==> src/design/rpf_pkg.sv <==
// ----------------------------------------------------------------------------
// rpf_pkg
// Shared types and constants for the range prime finder: payload structs,
// controller to datapath command and status groups, widths.
// ----------------------------------------------------------------------------
`default_nettype none

package rpf_pkg;

   localparam int VALUE_WIDTH = 16;
   localparam int MAX_SPAN    = 128;
   localparam int RESULT_CAP  = 32;

   localparam int SQ_WIDTH    = 2 * VALUE_WIDTH;
   localparam int STEP_WIDTH  = $clog2(VALUE_WIDTH);
   localparam int COUNT_WIDTH = $clog2(RESULT_CAP + 1);

   localparam logic [VALUE_WIDTH:0]     SPAN_EXT      = (VALUE_WIDTH + 1)'(MAX_SPAN);
   localparam logic [VALUE_WIDTH-1:0]   FIRST_PRIME   = VALUE_WIDTH'(2);
   localparam logic [SQ_WIDTH-1:0]      FIRST_SQUARE  = SQ_WIDTH'(4);
   localparam logic [STEP_WIDTH-1:0]    LAST_STEP     = STEP_WIDTH'(VALUE_WIDTH - 1);
   localparam logic [COUNT_WIDTH-1:0]   CAP_COUNT     = COUNT_WIDTH'(RESULT_CAP);

   typedef struct packed {
      logic [VALUE_WIDTH-1:0] range_start;
      logic [VALUE_WIDTH-1:0] range_end;
   } req_type;

   typedef struct packed {
      logic [VALUE_WIDTH-1:0] prime_value;
      logic                   found;
      logic                   last;
   } rsp_type;

   // controller to datapath
   typedef struct packed {
      logic load_range;
      logic next_cand;
      logic div_start;
      logic div_step;
      logic next_div;
      logic hold_prime;
      logic emit;
      logic emit_last;
   } cmd_type;

   // datapath to controller
   typedef struct packed {
      logic cand_in_range;
      logic cap_reached;
      logic cand_small;
      logic sq_gt_cand;
      logic div_last;
      logic rem_zero;
      logic any_found;
      logic out_free;
   } sts_type;

endpackage

`default_nettype wire

==> src/design/rpf_ctrl.sv <==
// ----------------------------------------------------------------------------
// rpf_ctrl
// Sequencer for the prime search: walks candidates, runs the trial
// division loop and schedules result transfers.
// ----------------------------------------------------------------------------
`default_nettype none

module rpf_ctrl (
   input  wire logic             clock,
   input  wire logic             reset,
   input  wire logic             req_valid,
   output logic                  req_ready,
   input  wire rpf_pkg::sts_type sts,
   output rpf_pkg::cmd_type      cmd
);
   import rpf_pkg::*;

   typedef enum logic [6:0] {
      ST_IDLE   = 7'b0000001,
      ST_CHECK  = 7'b0000010,
      ST_TEST   = 7'b0000100,
      ST_DIV    = 7'b0001000,
      ST_JUDGE  = 7'b0010000,
      ST_PRIME  = 7'b0100000,
      ST_FINISH = 7'b1000000
   } state_type;

   state_type state_ff, state_in;

   always_ff @(posedge clock) begin
      if (reset) begin
         state_ff <= ST_IDLE;
      end else begin
         state_ff <= state_in;
      end
   end

   assign req_ready = (state_ff == ST_IDLE);

   always_comb begin
      state_in = state_ff;
      cmd      = '0;
      case (state_ff)
         ST_IDLE: begin
            if (req_valid) begin
               cmd.load_range = 1'b1;
               state_in       = ST_CHECK;
            end
         end
         ST_CHECK: begin
            if (!sts.cand_in_range || sts.cap_reached) begin
               state_in = ST_FINISH;
            end else begin
               state_in = ST_TEST;
            end
         end
         ST_TEST: begin
            if (sts.cand_small) begin
               cmd.next_cand = 1'b1;
               state_in      = ST_CHECK;
            end else if (sts.sq_gt_cand) begin
               state_in = ST_PRIME;
            end else begin
               cmd.div_start = 1'b1;
               state_in      = ST_DIV;
            end
         end
         ST_DIV: begin
            cmd.div_step = 1'b1;
            if (sts.div_last) begin
               state_in = ST_JUDGE;
            end
         end
         ST_JUDGE: begin
            if (sts.rem_zero) begin
               cmd.next_cand = 1'b1;
               state_in      = ST_CHECK;
            end else begin
               cmd.next_div = 1'b1;
               state_in     = ST_TEST;
            end
         end
         ST_PRIME: begin
            // the previous prime goes out only now that a later one exists
            if (!sts.any_found) begin
               cmd.hold_prime = 1'b1;
               cmd.next_cand  = 1'b1;
               state_in       = ST_CHECK;
            end else if (sts.out_free) begin
               cmd.emit       = 1'b1;
               cmd.hold_prime = 1'b1;
               cmd.next_cand  = 1'b1;
               state_in       = ST_CHECK;
            end
         end
         ST_FINISH: begin
            if (sts.out_free) begin
               cmd.emit      = 1'b1;
               cmd.emit_last = 1'b1;
               state_in      = ST_IDLE;
            end
         end
         default: begin
            state_in = ST_IDLE;
         end
      endcase
   end

endmodule

`default_nettype wire

==> src/design/rpf_datapath.sv <==
// ----------------------------------------------------------------------------
// rpf_datapath
// Candidate and divisor registers, running divisor square, bit-serial
// remainder unit, pending prime holder and the result register.
// ----------------------------------------------------------------------------
`default_nettype none

module rpf_datapath (
   input  wire logic             clock,
   input  wire logic             reset,
   input  wire rpf_pkg::req_type req_payload,
   input  wire rpf_pkg::cmd_type cmd,
   output rpf_pkg::sts_type      sts,
   output logic                  rsp_valid,
   input  wire logic             rsp_ready,
   output rpf_pkg::rsp_type      rsp_payload
);
   import rpf_pkg::*;

   logic [VALUE_WIDTH-1:0] cand_ff, cand_in;
   logic [VALUE_WIDTH-1:0] limit_ff, limit_in;
   logic [VALUE_WIDTH-1:0] div_ff, div_in;
   logic [SQ_WIDTH-1:0]    sq_ff, sq_in;
   logic [VALUE_WIDTH-1:0] rem_ff, rem_in;
   logic [VALUE_WIDTH-1:0] dvd_ff, dvd_in;
   logic [STEP_WIDTH-1:0]  step_ff, step_in;
   logic [VALUE_WIDTH-1:0] pending_ff, pending_in;
   logic                   any_found_ff, any_found_in;
   logic [COUNT_WIDTH-1:0] count_ff, count_in;
   logic                   rsp_valid_ff, rsp_valid_in;
   rsp_type                rsp_ff, rsp_in;

   logic [VALUE_WIDTH:0]   span_end;
   logic [VALUE_WIDTH:0]   trial;
   logic                   trial_ge;

   // clip the end to start plus the span
   assign span_end = {1'b0, req_payload.range_start} + SPAN_EXT;

   // one restoring-division step, remainder only
   assign trial    = {rem_ff, dvd_ff[VALUE_WIDTH-1]};
   assign trial_ge = (trial >= {1'b0, div_ff});

   always_comb begin
      cand_in      = cand_ff;
      limit_in     = limit_ff;
      div_in       = div_ff;
      sq_in        = sq_ff;
      rem_in       = rem_ff;
      dvd_in       = dvd_ff;
      step_in      = step_ff;
      pending_in   = pending_ff;
      any_found_in = any_found_ff;
      count_in     = count_ff;
      rsp_valid_in = rsp_valid_ff && !rsp_ready;
      rsp_in       = rsp_ff;

      if (cmd.load_range) begin
         cand_in      = req_payload.range_start;
         any_found_in = 1'b0;
         count_in     = '0;
         if ({1'b0, req_payload.range_end} > span_end) begin
            limit_in = span_end[VALUE_WIDTH-1:0];
         end else begin
            limit_in = req_payload.range_end;
         end
      end
      if (cmd.next_cand) begin
         cand_in = cand_ff + VALUE_WIDTH'(1);
      end
      if (cmd.load_range || cmd.next_cand) begin
         div_in = FIRST_PRIME;
         sq_in  = FIRST_SQUARE;
      end
      if (cmd.next_div) begin
         // (d+1)^2 = d^2 + 2d + 1
         sq_in  = sq_ff + {{VALUE_WIDTH-1{1'b0}}, div_ff, 1'b1};
         div_in = div_ff + VALUE_WIDTH'(1);
      end
      if (cmd.div_start) begin
         rem_in  = '0;
         dvd_in  = cand_ff;
         step_in = LAST_STEP;
      end
      if (cmd.div_step) begin
         if (trial_ge) begin
            rem_in = trial[VALUE_WIDTH-1:0] - div_ff;
         end else begin
            rem_in = trial[VALUE_WIDTH-1:0];
         end
         dvd_in  = {dvd_ff[VALUE_WIDTH-2:0], 1'b0};
         step_in = step_ff - STEP_WIDTH'(1);
      end
      if (cmd.emit) begin
         rsp_valid_in      = 1'b1;
         rsp_in.found      = any_found_ff;
         rsp_in.last       = cmd.emit_last;
         rsp_in.prime_value = any_found_ff ? pending_ff : '0;
      end
      if (cmd.hold_prime) begin
         pending_in   = cand_ff;
         any_found_in = 1'b1;
         count_in     = count_ff + COUNT_WIDTH'(1);
      end
   end

   always_ff @(posedge clock) begin
      if (reset) begin
         rsp_valid_ff <= 1'b0;
         any_found_ff <= 1'b0;
         count_ff     <= '0;
      end else begin
         rsp_valid_ff <= rsp_valid_in;
         any_found_ff <= any_found_in;
         count_ff     <= count_in;
      end
   end

   always_ff @(posedge clock) begin
      cand_ff    <= cand_in;
      limit_ff   <= limit_in;
      div_ff     <= div_in;
      sq_ff      <= sq_in;
      rem_ff     <= rem_in;
      dvd_ff     <= dvd_in;
      step_ff    <= step_in;
      pending_ff <= pending_in;
      rsp_ff     <= rsp_in;
   end

   always_comb begin
      sts.cand_in_range = (cand_ff < limit_ff);
      sts.cap_reached   = (count_ff == CAP_COUNT);
      sts.cand_small    = (cand_ff < FIRST_PRIME);
      sts.sq_gt_cand    = (sq_ff > {{VALUE_WIDTH{1'b0}}, cand_ff});
      sts.div_last      = (step_ff == '0);
      sts.rem_zero      = (rem_ff == '0);
      sts.any_found     = any_found_ff;
      sts.out_free      = !rsp_valid_ff || rsp_ready;
   end

   assign rsp_valid   = rsp_valid_ff;
   assign rsp_payload = rsp_ff;

endmodule

`default_nettype wire

==> src/design/range_prime_finder_core.sv <==
// ----------------------------------------------------------------------------
// range_prime_finder_core
// Trial-division prime search over a half-open range, one prime per result, or one no-prime result if none.
// ----------------------------------------------------------------------------
//  channel   dir   handshake              payload
//  req_      in    req_valid/req_ready    range_start, range_end
//  rsp_      out   rsp_valid/rsp_ready    prime_value, found, last
//
//  each trial divisor takes a square check, 16 remainder steps in the
//  bit-serial divider and a verdict
//  a new range is taken only once the search is finished; a result left
//  waiting in the output register does not block the next request
//  a stalled result stalls the search when the next prime is ready
//  synchronous reset clears control state only, no clearing pass
// ----------------------------------------------------------------------------
`default_nettype none

module range_prime_finder_core (
   input  wire logic             clock,
   input  wire logic             reset,
   input  wire logic             req_valid,
   output logic                  req_ready,
   input  wire rpf_pkg::req_type req_payload,
   output logic                  rsp_valid,
   input  wire logic             rsp_ready,
   output rpf_pkg::rsp_type      rsp_payload
);
   import rpf_pkg::*;

   cmd_type cmd;
   sts_type sts;

   rpf_ctrl u_ctrl (
      .clock     (clock),
      .reset     (reset),
      .req_valid (req_valid),
      .req_ready (req_ready),
      .sts       (sts),
      .cmd       (cmd)
   );

   rpf_datapath u_dp (
      .clock       (clock),
      .reset       (reset),
      .req_payload (req_payload),
      .cmd         (cmd),
      .sts         (sts),
      .rsp_valid   (rsp_valid),
      .rsp_ready   (rsp_ready),
      .rsp_payload (rsp_payload)
   );

endmodule

`default_nettype wire

==> config.mk <==
export PLATFORM = sky130hd
export DESIGN_NAME = range_prime_finder_core
export DESIGN_NICKNAME = d
export VERILOG_FILES = /design/src/design/rpf_pkg.sv /design/src/design/rpf_ctrl.sv /design/src/design/rpf_datapath.sv /design/src/design/range_prime_finder_core.sv
export SDC_FILE = /design/constraint.sdc
export NUM_CORES = 1
export LEC_CHECK = 0
export BUFFER_PORTS_ARGS = -buffer_cell sky130_fd_sc_hd__buf_2
export CAP_MARGIN = 40
export CELL_PAD_IN_SITES_DETAIL_PLACEMENT = 1
export CELL_PAD_IN_SITES_GLOBAL_PLACEMENT = 2
export CORE_ASPECT_RATIO = 0.5
export CORE_MARGIN = 8
export CORE_UTILIZATION = 42
export CTS_BUF_LIST = sky130_fd_sc_hd__clkbuf_4
export DETAILED_ROUTE_END_ITERATION = 12
export PLACE_DENSITY_LB_ADDON = 0.15
export SETUP_SLACK_MARGIN = 0.15
export SLEW_MARGIN = 40
export SYNTH_ARGS = -nofsm -noshare
export SYNTH_HDL_FRONTEND = slang
export SYNTH_SLANG_ARGS = --single-unit
==> constraint.sdc <==
create_clock -name clock -period 6.2 [get_ports clock]
set_input_delay 0.62 -clock clock [delete_from_list [all_inputs] [get_ports clock]]
set_output_delay 0.62 -clock clock [all_outputs]
set_load 0.01 [all_outputs]
==> results of run 1 <==
==> per-stage QoR <==
stage                     total power [W]  area (sq um)  util, %  worst slack [ps]
after global placement            0.00177         10700     45.0              2360
final                             0.00243         11000     46.3              2650
after CTS                         0.00246         11000     46.3              2640
after detailed placement          0.00178         10700     45.1              2270
after floorplan                   0.00164         10100        -              1650
after global routing              0.00257         11000     46.3              2440
==> flip-flops by register name (all words and copies together) (netlist names) <==
signal	flops
u_dp.sq_ff	32
u_dp.rsp_payload	18
u_dp.cand_ff	16
u_dp.div_ff	16
u_dp.dvd_ff	16
u_dp.limit_ff	16
u_dp.pending_ff	16
u_dp.rem_ff	16
u_ctrl.state_ff	7
u_dp.count_ff	6
u_dp.step_ff	4
u_dp.any_found_ff	1
u_dp.rsp_valid	1
==> routing by layer <==
metal / routed length (um) / vias up / share of wire [%]
met2: 12100 / 94 / 45
li1: - / 3757 / -
met3: 819 / 27 / 3.1
met1: 13500 / 3773 / 50
met4: 424 / 0 / 1.6
met5: 0 / - / 0
==> tightest hold or removal path, stage by stage <==
cell and delay [ps]:
buf_2 90, nand2_1 40, o21ai_0 60
==> kinds of logic (layout without fill, tap and decap cells) <==
group | count (synthesis) | count (layout) | share of synthesized area (%)
simple gates | 359 | 359 | 17.8
fa+ha+maj | 87 | 87 | 10.9
buf+inv | 99 | 169 | 3.90
other cells | 0 | 1 | 0
compound gates | 215 | 215 | 13.7
xor+xnor | 66 | 66 | 5.72
flops | 165 | 165 | 47.5
mux | 5 | 5 | 0.508
==> power by group through the flow <==
stage / Sequential, W / Clock [W] / Combinational (W)
CTS: 0.00133 / 0.000699 / 0.000430
finish: 0.00133 / 0.000672 / 0.000427
global placement: 0.00136 / 0 / 0.000414
global route: 0.00134 / 0.000749 / 0.000483
floorplan: 0.00133 / 0 / 0.000311
detailed placement: 0.00136 / 0 / 0.000426
==> path summary, 6_finish.rpt <==
| check | from | to | slack [ps] | cells after the start |
|---|---|---|---|---|
| setup / recovery | u_ctrl.state_ff[0]$_SDFFE_PP1P_ | u_dp.sq_ff[26]$_SDFFCE_PN0P_ | 2650 | 8 |
| hold / removal | req_payload[12] | u_dp.limit_ff[12]$_DFFE_PP_ | 310 | 3 |
| setup reg to reg | u_ctrl.state_ff[0]$_SDFFE_PP1P_ | u_dp.sq_ff[26]$_SDFFCE_PN0P_ | 2650 | 8 |
| hold reg to reg | u_dp.count_ff[5]$_SDFFE_PP0P_ | u_dp.count_ff[5]$_SDFFE_PP0P_ | 490 | 1 |
==> final cells by class <==
| type | instances | area [sq um] | share of cell area (%) |
|---|---|---|---|
| inverters | 74 | 278 | 2.52 |
| clock buffers | 18 | 135 | 1.23 |
| diodes | 1 | 2.50 | 0.0227 |
| well taps | 315 | 394 | 3.57 |
| repair buffers | 64 | 340 | 3.09 |
| flip-flops and latches | 165 | 4790 | 43.5 |
| clock inverters | 13 | 148 | 1.34 |
| multi-input cells | 732 | 4940 | 44.8 |
==> cells in the mapped netlist, types with 3 or more instances <==
cell type  number  share of area (%)
a211oi_1       13               0.97
a21boi_0        3               0.22
a21o_1         21                1.6
a21oi_1        53                2.6
a22o_1         15                1.3
a22oi_1         3               0.22
a31oi_1         9               0.56
and2_1         20                1.2
and3_1          3               0.19
and3_2          4               0.30
buf_2           6               0.30
clkbuf_1       15               0.56
dfxtp_1        16                3.2
edfxtp_1      149                 44
ha_1           85                 11
inv_1          73                2.7
mux2i_1         4               0.40
nand2_1        87                3.2
nand2b_1       11               0.68
nand3_1        30                1.5
nand3b_1        3               0.22
nand4_1        22                1.4
nor2_1        101                3.8
nor2b_1        10               0.62
nor3_1         17               0.84
nor3b_1         3               0.22
nor4_1         21                1.3
o211ai_1        3               0.22
o21ai_0        63                3.1
o21ai_1         3               0.15
o21bai_1        5               0.37
o31ai_1         6               0.45
or3_1          10               0.62
xnor2_1        46                4.0
xor2_1         20                1.7
==> impl_metrics.py, run 1 <==
metrics = {
    "clocking": {
        "root_buffer": "clkbuf_4",
        "clkLatencyLatePin_ps": 630,
        "h-tree-depth": 4,
        "cts_hold_buffers": 0,
        "numClockSinks": 165,
        "cts_buffer_depth": 2,
        "post_cts_buffers": 0,
        "cts_buffers": 17,
        "clk_pin_slew_ps": 140,
        "cts_tree": "yes",
        "post_cts_resized": 0,
    },
    "global_routing": {
        "grt_pass1_wl_um": 43400,
        "grt_max_degree": 51,
        "overflow": 0,
        "grt_pass1_vias": 7903,
        "track_usage_pct": 18.4,
        "grt_use_met1_pct": 25.3,
        "met3_usage_pct": 3.33,
        "top_usage_layer": "met2",
        "antenna_found_initial": 1,
        "met2_usage_pct": 29.1,
    },
    "worst_setup_path": {
        "worst_setup_path_end_kind": "flip-flop",
        "cpLargestDelayFamily": "simple AND/OR/NAND/NOR gates",
        "path_cells": "or3_1, or3_1, nor3b_1, nand2_1, inv_2, nor3_1, nand2_2, buf_4",
        "criticalPathCategory": "reg2reg",
        "cpMaxStageDelayCell": "buf_4",
        "crit_path_frequent_cell": "or3_1",
        "crit_fanout": 48,
        "start_kind": "flip-flop",
        "required_ps": 6450,
        "path_buf_inv": 2,
        "worstPathArrival_ps": 3800,
        "slowest_delay_ps": 570,
    },
    "yosys": {
        "synth-edff-count": 149,
        "synth_seq_cells": 165,
        "synth_cell_type_count": 68,
        "syn_area_sq_mm": 0.0101,
        "ys_async_sr_fraction_pct": 0,
        "ys_seq_area_share_pct": 47.5,
        "avgSynthCellArea_sq_um": 10.1,
        "yosys_warnings": 0,
        "syn-num-nets": 1119,
        "netlist_instances": 996,
        "synthFlopType": "edfxtp_1",
    },
    "routing": {
        "wire_per_inst_um": 19.4,
        "postRouteAntennaNets": 0,
        "vias_per_cell": 5.54,
        "drc": 0,
        "initialDrtViolationCount": 528,
        "drt-pass1-iter-count": 5,
        "routed_wirelength_um": 26800,
        "num_vias": 7651,
    },
    "run_status": {
        "status": "finished, final reports clean",
    },
    "floorplanning": {
        "die_w_um": 235,
        "die_h_um": 126,
        "core_sq_mm": 0.0238,
        "start_util_pct": 42.4,
        "core.rowCount": 40,
        "pin_count": 56,
        "die_area_sq_mm": 0.0296,
    },
    "timing": {
        "drv_slew": 0,
        "hold_violations": 0,
        "post-route-min-period_ps": 3550,
        "setup_viol": 0,
        "tightestPinTransition_ps": 786,
        "whs_ps": 308,
        "period_share_pct": 57.2,
        "fin_skew_ps": 35.7,
        "grt_setup_unrepaired": "false",
        "setup-tns-final_ps": 0,
        "fmax_ghz": 0.282,
        "timing.max_slew.rel_slack_pct": 47.6,
    },
    "power_and_ir_drop": {
        "powerDensity_mw_per_mm2": 220,
        "p_sw_share_pct": 30.7,
        "p_int_w": 0.00168,
        "leakagePower_nw": 4.22,
        "p_switching_w": 0.000746,
        "comb_power_share_pct": 17.6,
        "pwr-share-clk_pct": 27.7,
        "max-vdd-ir-drop_mv": 0.105,
        "p_seq_share_pct": 54.8,
    },
    "place": {
        "place.gp.congestion": 0.834,
        "hpwl_um": 20200,
        "dpl.cell_count": 1349,
        "numPortBuffers": 55,
    },
    "final_layout": {
        "nets": 1177,
        "final_cells": 1382,
        "fillCellCount": 2673,
        "layout_commonest_cell": "edfxtp_1",
        "drive_above_1_share_pct": 11.5,
        "areaGrowthSynthToFinish_pct": 9.22,
        "final_cell_mix": "edfxtp_1 (149), nor2_1 (100), nand2_1 (85), ha_1 (85), inv_1 (73)",
    },
    "hold_path": {
        "hp-class": "in2reg",
    },
    "flow_run": {
        "maxCapViolations": 0,
    },
}
(Power assumes the default switching activity.)
==> inputs of run 2 (changes only) <==
==> constraint.sdc (replaced) <==
create_clock -name clock -period 3.5 [get_ports clock]
set_input_delay 0.35 -clock clock [delete_from_list [all_inputs] [get_ports clock]]
set_output_delay 0.35 -clock clock [all_outputs]
set_load 0.01 [all_outputs]
==> run 2 against run 1 <==
Effect of this change: critical path depth is 1 higher; fmax up 16%; worst setup slack worse by 2200 ps; power up 78%; largest cell class unchanged; highest routed layer unchanged.
==> impl_metrics.py, run 2 (synthesis results as in run 1) <==
metrics = {
    "run_status": {
        "status": "finished, final reports clean",
    },
    "global_routing": {
        "track_usage_pct": 18.6,
        "overflow": 0,
        "antenna_found_initial": 1,
        "grt_pass1_wl_um": 44500,
        "grt_max_degree": 49,
        "grt_pass1_vias": 8338,
    },
    "timing": {
        "hold_violations": 0,
        "setup_viol": 0,
        "period_share_pct": 87.4,
        "fin_skew_ps": 32.2,
        "timing.max_slew.rel_slack_pct": 41.6,
        "post-route-min-period_ps": 3060,
        "tightestPinTransition_ps": 869,
        "grt_setup_unrepaired": "false",
        "fmax_ghz": 0.327,
        "setup-tns-final_ps": 0,
        "drv_slew": 0,
    },
    "clocking": {
        "cts_buffers": 17,
        "clk_pin_slew_ps": 150,
        "root_buffer": "clkbuf_4",
        "clkLatencyLatePin_ps": 620,
        "h-tree-depth": 4,
        "cts_buffer_depth": 2,
        "post_cts_buffers": 0,
        "cts_tree": "yes",
        "numClockSinks": 165,
    },
    "routing": {
        "vias_per_cell": 5.59,
        "postRouteAntennaNets": 0,
        "initialDrtViolationCount": 495,
        "routed_wirelength_um": 27400,
        "drc": 0,
        "num_vias": 7886,
        "drt-pass1-iter-count": 5,
        "wire_per_inst_um": 19.4,
    },
    "final_layout": {
        "layout_commonest_cell": "edfxtp_1",
        "largest_register_ff_count": 32,
        "nets": 1205,
        "top_register": "u_dp.sq_ff",
        "areaGrowthSynthToFinish_pct": 11.7,
        "final_cell_mix": "edfxtp_1 (149), nor2_1 (100), nand2_1 (86)",
        "drive_above_1_share_pct": 12.3,
    },
    "worst_setup_path": {
        "endpoint": "u_dp.sq_ff[31]$_SDFFCE_PN0P_",
        "required_ps": 3860,
        "worstPathArrival_ps": 3420,
        "worst_setup_path_end_kind": "flip-flop",
        "criticalPathCategory": "reg2reg",
        "crit_fanout": 9,
        "worstReg2RegEnd": "u_dp.sq_ff[31]$_SDFFCE_PN0P_",
        "crit_start": "u_dp.sq_ff[6]$_SDFFCE_PN0P_",
        "r2r_start": "u_dp.sq_ff[6]$_SDFFCE_PN0P_",
        "rrSetupSlack_ps": 440,
        "start_kind": "flip-flop",
        "r2r_cells": 9,
    },
    "power_and_ir_drop": {
        "max-vdd-ir-drop_mv": 0.157,
        "power.total_w": 0.00432,
        "leakagePower_nw": 4.36,
        "powerDensity_mw_per_mm2": 383,
    },
    "place": {
        "place.gp.congestion": 0.796,
        "hpwl_um": 21000,
        "numPortBuffers": 55,
    },
    "floorplanning": {
        "die_w_um": 235,
        "core_sq_mm": 0.0238,
        "die_h_um": 126,
        "pin_count": 56,
        "start_util_pct": 42.4,
        "die_area_sq_mm": 0.0296,
        "core.rowCount": 40,
    },
    "hold_path": {
        "hp-class": "in2reg",
    },
    "flow_run": {
        "maxCapViolations": 0,
    },
}
==> run 2: changes by cell type in the layout (fill, tap and decap cells not counted), moves of 2 or more <==
cell           before  now
buf_4               8   20
clkinv_2            0    2
dlygate4sd3_1       0   16
inv_6               5    3
inv_8               0    3
==> run 2: worst max-delay path, cell delays in order (launching register included) <==
cell	delay, ps
edfxtp_1	510
ha_1	440
and3_4	250
nand3_2	80
o311a_4	400
o31ai_4	380
a31oi_4	220
nor4b_4	320
xnor2_1	160
nor2_1	60
==> run 2: worst min-delay path by stage <==
stage                              startpoint                            end  slack [ps]  cells past startpoint
3_5_place_dp    u_dp.count_ff[5]$_SDFFE_PP0P_  u_dp.count_ff[5]$_SDFFE_PP0P_         460                      1
4_1_cts                        req_payload[3]     u_dp.limit_ff[3]$_DFFE_PP_           9                      3
6_report                       req_payload[3]     u_dp.limit_ff[3]$_DFFE_PP_          80                      3
5_1_grt                        req_payload[3]     u_dp.limit_ff[3]$_DFFE_PP_          30                      3
3_3_place_gp    u_dp.count_ff[5]$_SDFFE_PP0P_  u_dp.count_ff[5]$_SDFFE_PP0P_         450                      1
2_1_floorplan  u_dp.any_found_ff$_SDFFE_PP0P_  u_dp.rsp_payload[1]$_DFFE_PP_         410                      0
==> run 2: what timing repair did <==
action / 4_1_cts / 5_1_grt
hold buffers: 16 / 0
resized for setup: 0 / 2
setup endpoints to repair: 0 / 6
hold endpoints to repair: 16 / 0
==> run 2: per-stage QoR <==
| step | worst slack (ps) | utilization [%] | hold slack [ps] | instance area [sq um] | instances |
|---|---|---|---|---|---|
| floorplan | 542 | - | 406 | 10100 | 996 |
| global placement | 461 | 45.5 | 451 | 10800 | 1362 |
| detailed placement | 372 | 45.5 | 459 | 10800 | 1362 |
| CTS | 331 | 47.3 | 9.47 | 11300 | 1410 |
| global route | 191 | 47.4 | 34.7 | 11300 | 1411 |
| finish | 440 | 47.4 | 78.2 | 11300 | 1411 |
==> run 2: power by group <==
part | internal (W) | switching [W] | leakage (nW)
Sequential | 0.00225 | 0.0000949 | 1.55
Clock | 0.000381 | 0.000790 | 0.149
Combinational | 0.000330 | 0.000481 | 2.66
Total | 0.00296 | 0.00137 | 4.36
==> run 2: routing by layer <==
metal | up-vias | part of all wire [%] | track usage, %
met4 | 0 | 1.3 | 4.95
met1 | 3933 | 48 | 24.5
met3 | 25 | 3.8 | 3.44
li1 | 3809 | - | -
met2 | 119 | 47 | 31.5
met5 | - | 0 | 0
==> run 2: final cells by class <==
type | count | area [sq um]
repair buffers | 92 | 606
fillers | 2698 | 12500
flip-flops and latches | 165 | 4790
inverters | 74 | 278
diodes | 1 | 2.50
well taps | 315 | 394
clock buffers | 18 | 135
clock inverters | 14 | 141
multi-input cells | 732 | 4930
==> inputs of run 3 (changes only) <==
--- a/config.mk
+++ b/config.mk
@@ -15,7 +15,9 @@
 export CTS_BUF_LIST = sky130_fd_sc_hd__clkbuf_4
 export DETAILED_ROUTE_END_ITERATION = 12
 export PLACE_DENSITY_LB_ADDON = 0.15
+export REMOVE_ABC_BUFFERS = 1
 export SETUP_SLACK_MARGIN = 0.15
+export SKIP_CTS_REPAIR_TIMING = 1
 export SLEW_MARGIN = 40
 export SYNTH_ARGS = -nofsm -noshare
 export SYNTH_HDL_FRONTEND = slang
==> run 3 against run 2 <==
Effect of this change: register-to-register slack hardly changed; critical endpoint is now u_dp.sq_ff[28]$_SDFFCE_PN0P_; sequential share of layout area is 0.15 points higher; non-clock buffer count stayed put; clock-buffer cell count is 1 lower.
==> impl_metrics.py, run 3 (synthesis results as in run 1) <==
metrics = {
    "routing": {
        "wire_per_inst_um": 17.8,
        "vias_per_cell": 5.42,
        "drt-pass1-iter-count": 4,
        "num_vias": 7654,
        "drc": 0,
        "postRouteAntennaNets": 0,
        "initialDrtViolationCount": 463,
        "routed_wirelength_um": 25200,
    },
    "timing": {
        "fin_skew_ps": 21.8,
        "tightestPinTransition_ps": 670,
        "setup_viol": 0,
        "post-route-min-period_ps": 3050,
        "layout_setup_ws_ps": 453,
        "hold_violations": 0,
        "period_share_pct": 87.1,
        "drv_slew": 0,
        "fmax_ghz": 0.328,
        "grt_setup_unrepaired": "false",
        "setup-tns-final_ps": 0,
        "timing.max_slew.rel_slack_pct": 55.3,
    },
    "final_layout": {
        "nets": 1205,
        "largest_register_ff_count": 32,
        "final_cell_mix": "edfxtp_1 (149), nor2_1 (100), nand2_1 (86)",
        "final_cells": 1411,
        "top_register": "u_dp.sq_ff",
        "areaGrowthSynthToFinish_pct": 11.3,
        "layout_commonest_cell": "edfxtp_1",
        "fin_area_sq_mm": 0.0112,
        "drive_above_1_share_pct": 12.8,
    },
    "clocking": {
        "clkLatencyLatePin_ps": 620,
        "root_buffer": "clkbuf_4",
        "clk_pin_slew_ps": 160,
        "h-tree-depth": 4,
        "cts_buffers": 17,
        "cts_buffer_depth": 2,
        "cts_tree": "yes",
        "numClockSinks": 165,
    },
    "place": {
        "place.gp.congestion": 0.807,
        "place_area_sq_mm": 0.0109,
        "hpwl_um": 19100,
        "numPortBuffers": 55,
        "pre_cts_ws_ps": 534,
        "dpl.cell_count": 1369,
    },
    "global_routing": {
        "overflow": 0,
        "grt_pass1_vias": 8071,
        "track_usage_pct": 17.2,
        "grt_max_degree": 49,
        "antenna_found_initial": 1,
        "grt_pass1_wl_um": 41500,
    },
    "power_and_ir_drop": {
        "leakagePower_nw": 4.35,
        "max-vdd-ir-drop_mv": 0.143,
        "power.total_w": 0.00426,
        "powerDensity_mw_per_mm2": 378,
    },
    "floorplanning": {
        "core.rowCount": 40,
        "die_h_um": 126,
        "die_w_um": 235,
        "core_sq_mm": 0.0238,
        "pin_count": 56,
        "die_area_sq_mm": 0.0296,
        "start_util_pct": 42.4,
    },
    "flow_run": {
        "maxCapViolations": 0,
    },
    "run_status": {
        "status": "finished, final reports clean",
    },
    "worst_setup_path": {
        "start_kind": "flip-flop",
        "worstPathArrival_ps": 3510,
        "required_ps": 3960,
        "criticalPathCategory": "reg2reg",
        "crit_fanout": 7,
        "worst_setup_path_end_kind": "flip-flop",
    },
    "hold_path": {
        "hp-class": "in2reg",
    },
}
==> run 3: cell types whose count changed in the layout (fill, tap and decap cells not counted), moves of 2 or more <==
cell           change
inv_6              +2
clkinv_2           -2
clkinv_4           -2
clkinv_1           +2
dlygate4sd3_1      -7
buf_4              +7
==> run 3: area by class of cell <==
cell class                 count  area, sq um
sequential                   165         4790
multi-input combinational    732         4920
timing repair buffer          92          588
inverter                      74          278
antenna                        1         2.50
clock buffer                  17          128
fill                        2683        12600
clock inverter                15          136
tap                          315          394
==> run 3: stage by stage <==
stage	utilization, %	hold WS [ps]
detailed placement	45.7	468
finish	47.2	42.8
floorplan	-	419
CTS	46.8	-44.8
global placement	45.7	457
global route	47.2	12.8
==> run 3: path summary, 6_finish.rpt <==
| kind | from | to | slack [ps] | depth (start not counted) |
|---|---|---|---|---|
| worst max-delay path | u_dp.div_ff[0]$_SDFFCE_PN0P_ | u_dp.sq_ff[28]$_SDFFCE_PN0P_ | 450 | 10 |
| worst max register to register | u_dp.div_ff[0]$_SDFFCE_PN0P_ | u_dp.sq_ff[28]$_SDFFCE_PN0P_ | 450 | 10 |
| worst min register to register | u_dp.count_ff[5]$_SDFFE_PP0P_ | u_dp.count_ff[5]$_SDFFE_PP0P_ | 500 | 1 |
| worst min-delay path | req_payload[3] | u_dp.limit_ff[3]$_DFFE_PP_ | 40 | 3 |
==> run 3: report_power, final <==
group	switching (W)	leakage (nW)	internal, W
registers	0.0000821	1.55	0.00225
logic	0.000474	2.66	0.000325
clock network	0.000815	0.140	0.000313
total	0.00137	4.35	0.00288
==> run 3: worst max-delay path: stages (launching register included) <==
cell and delay (ps):
edfxtp_1 510, inv_1 100, fa_1 390, nor2b_1 170, nor2_1 80, o21ai_1 310, a22oi_1 170, a21boi_0 340
nor2_1 130, or4_1 510, a21oi_1 170
==> run 3: routing by layer <==
| metal | GRT usage, % | up-vias | share of wire [%] |
|---|---|---|---|
| li1 | - | 3816 | - |
| met1 | 22.7 | 3748 | 50 |
| met2 | 28.8 | 77 | 47 |
| met3 | 3.66 | 13 | 2.2 |
| met4 | 3.89 | 0 | 0.79 |
| met5 | 0 | - | 0 |
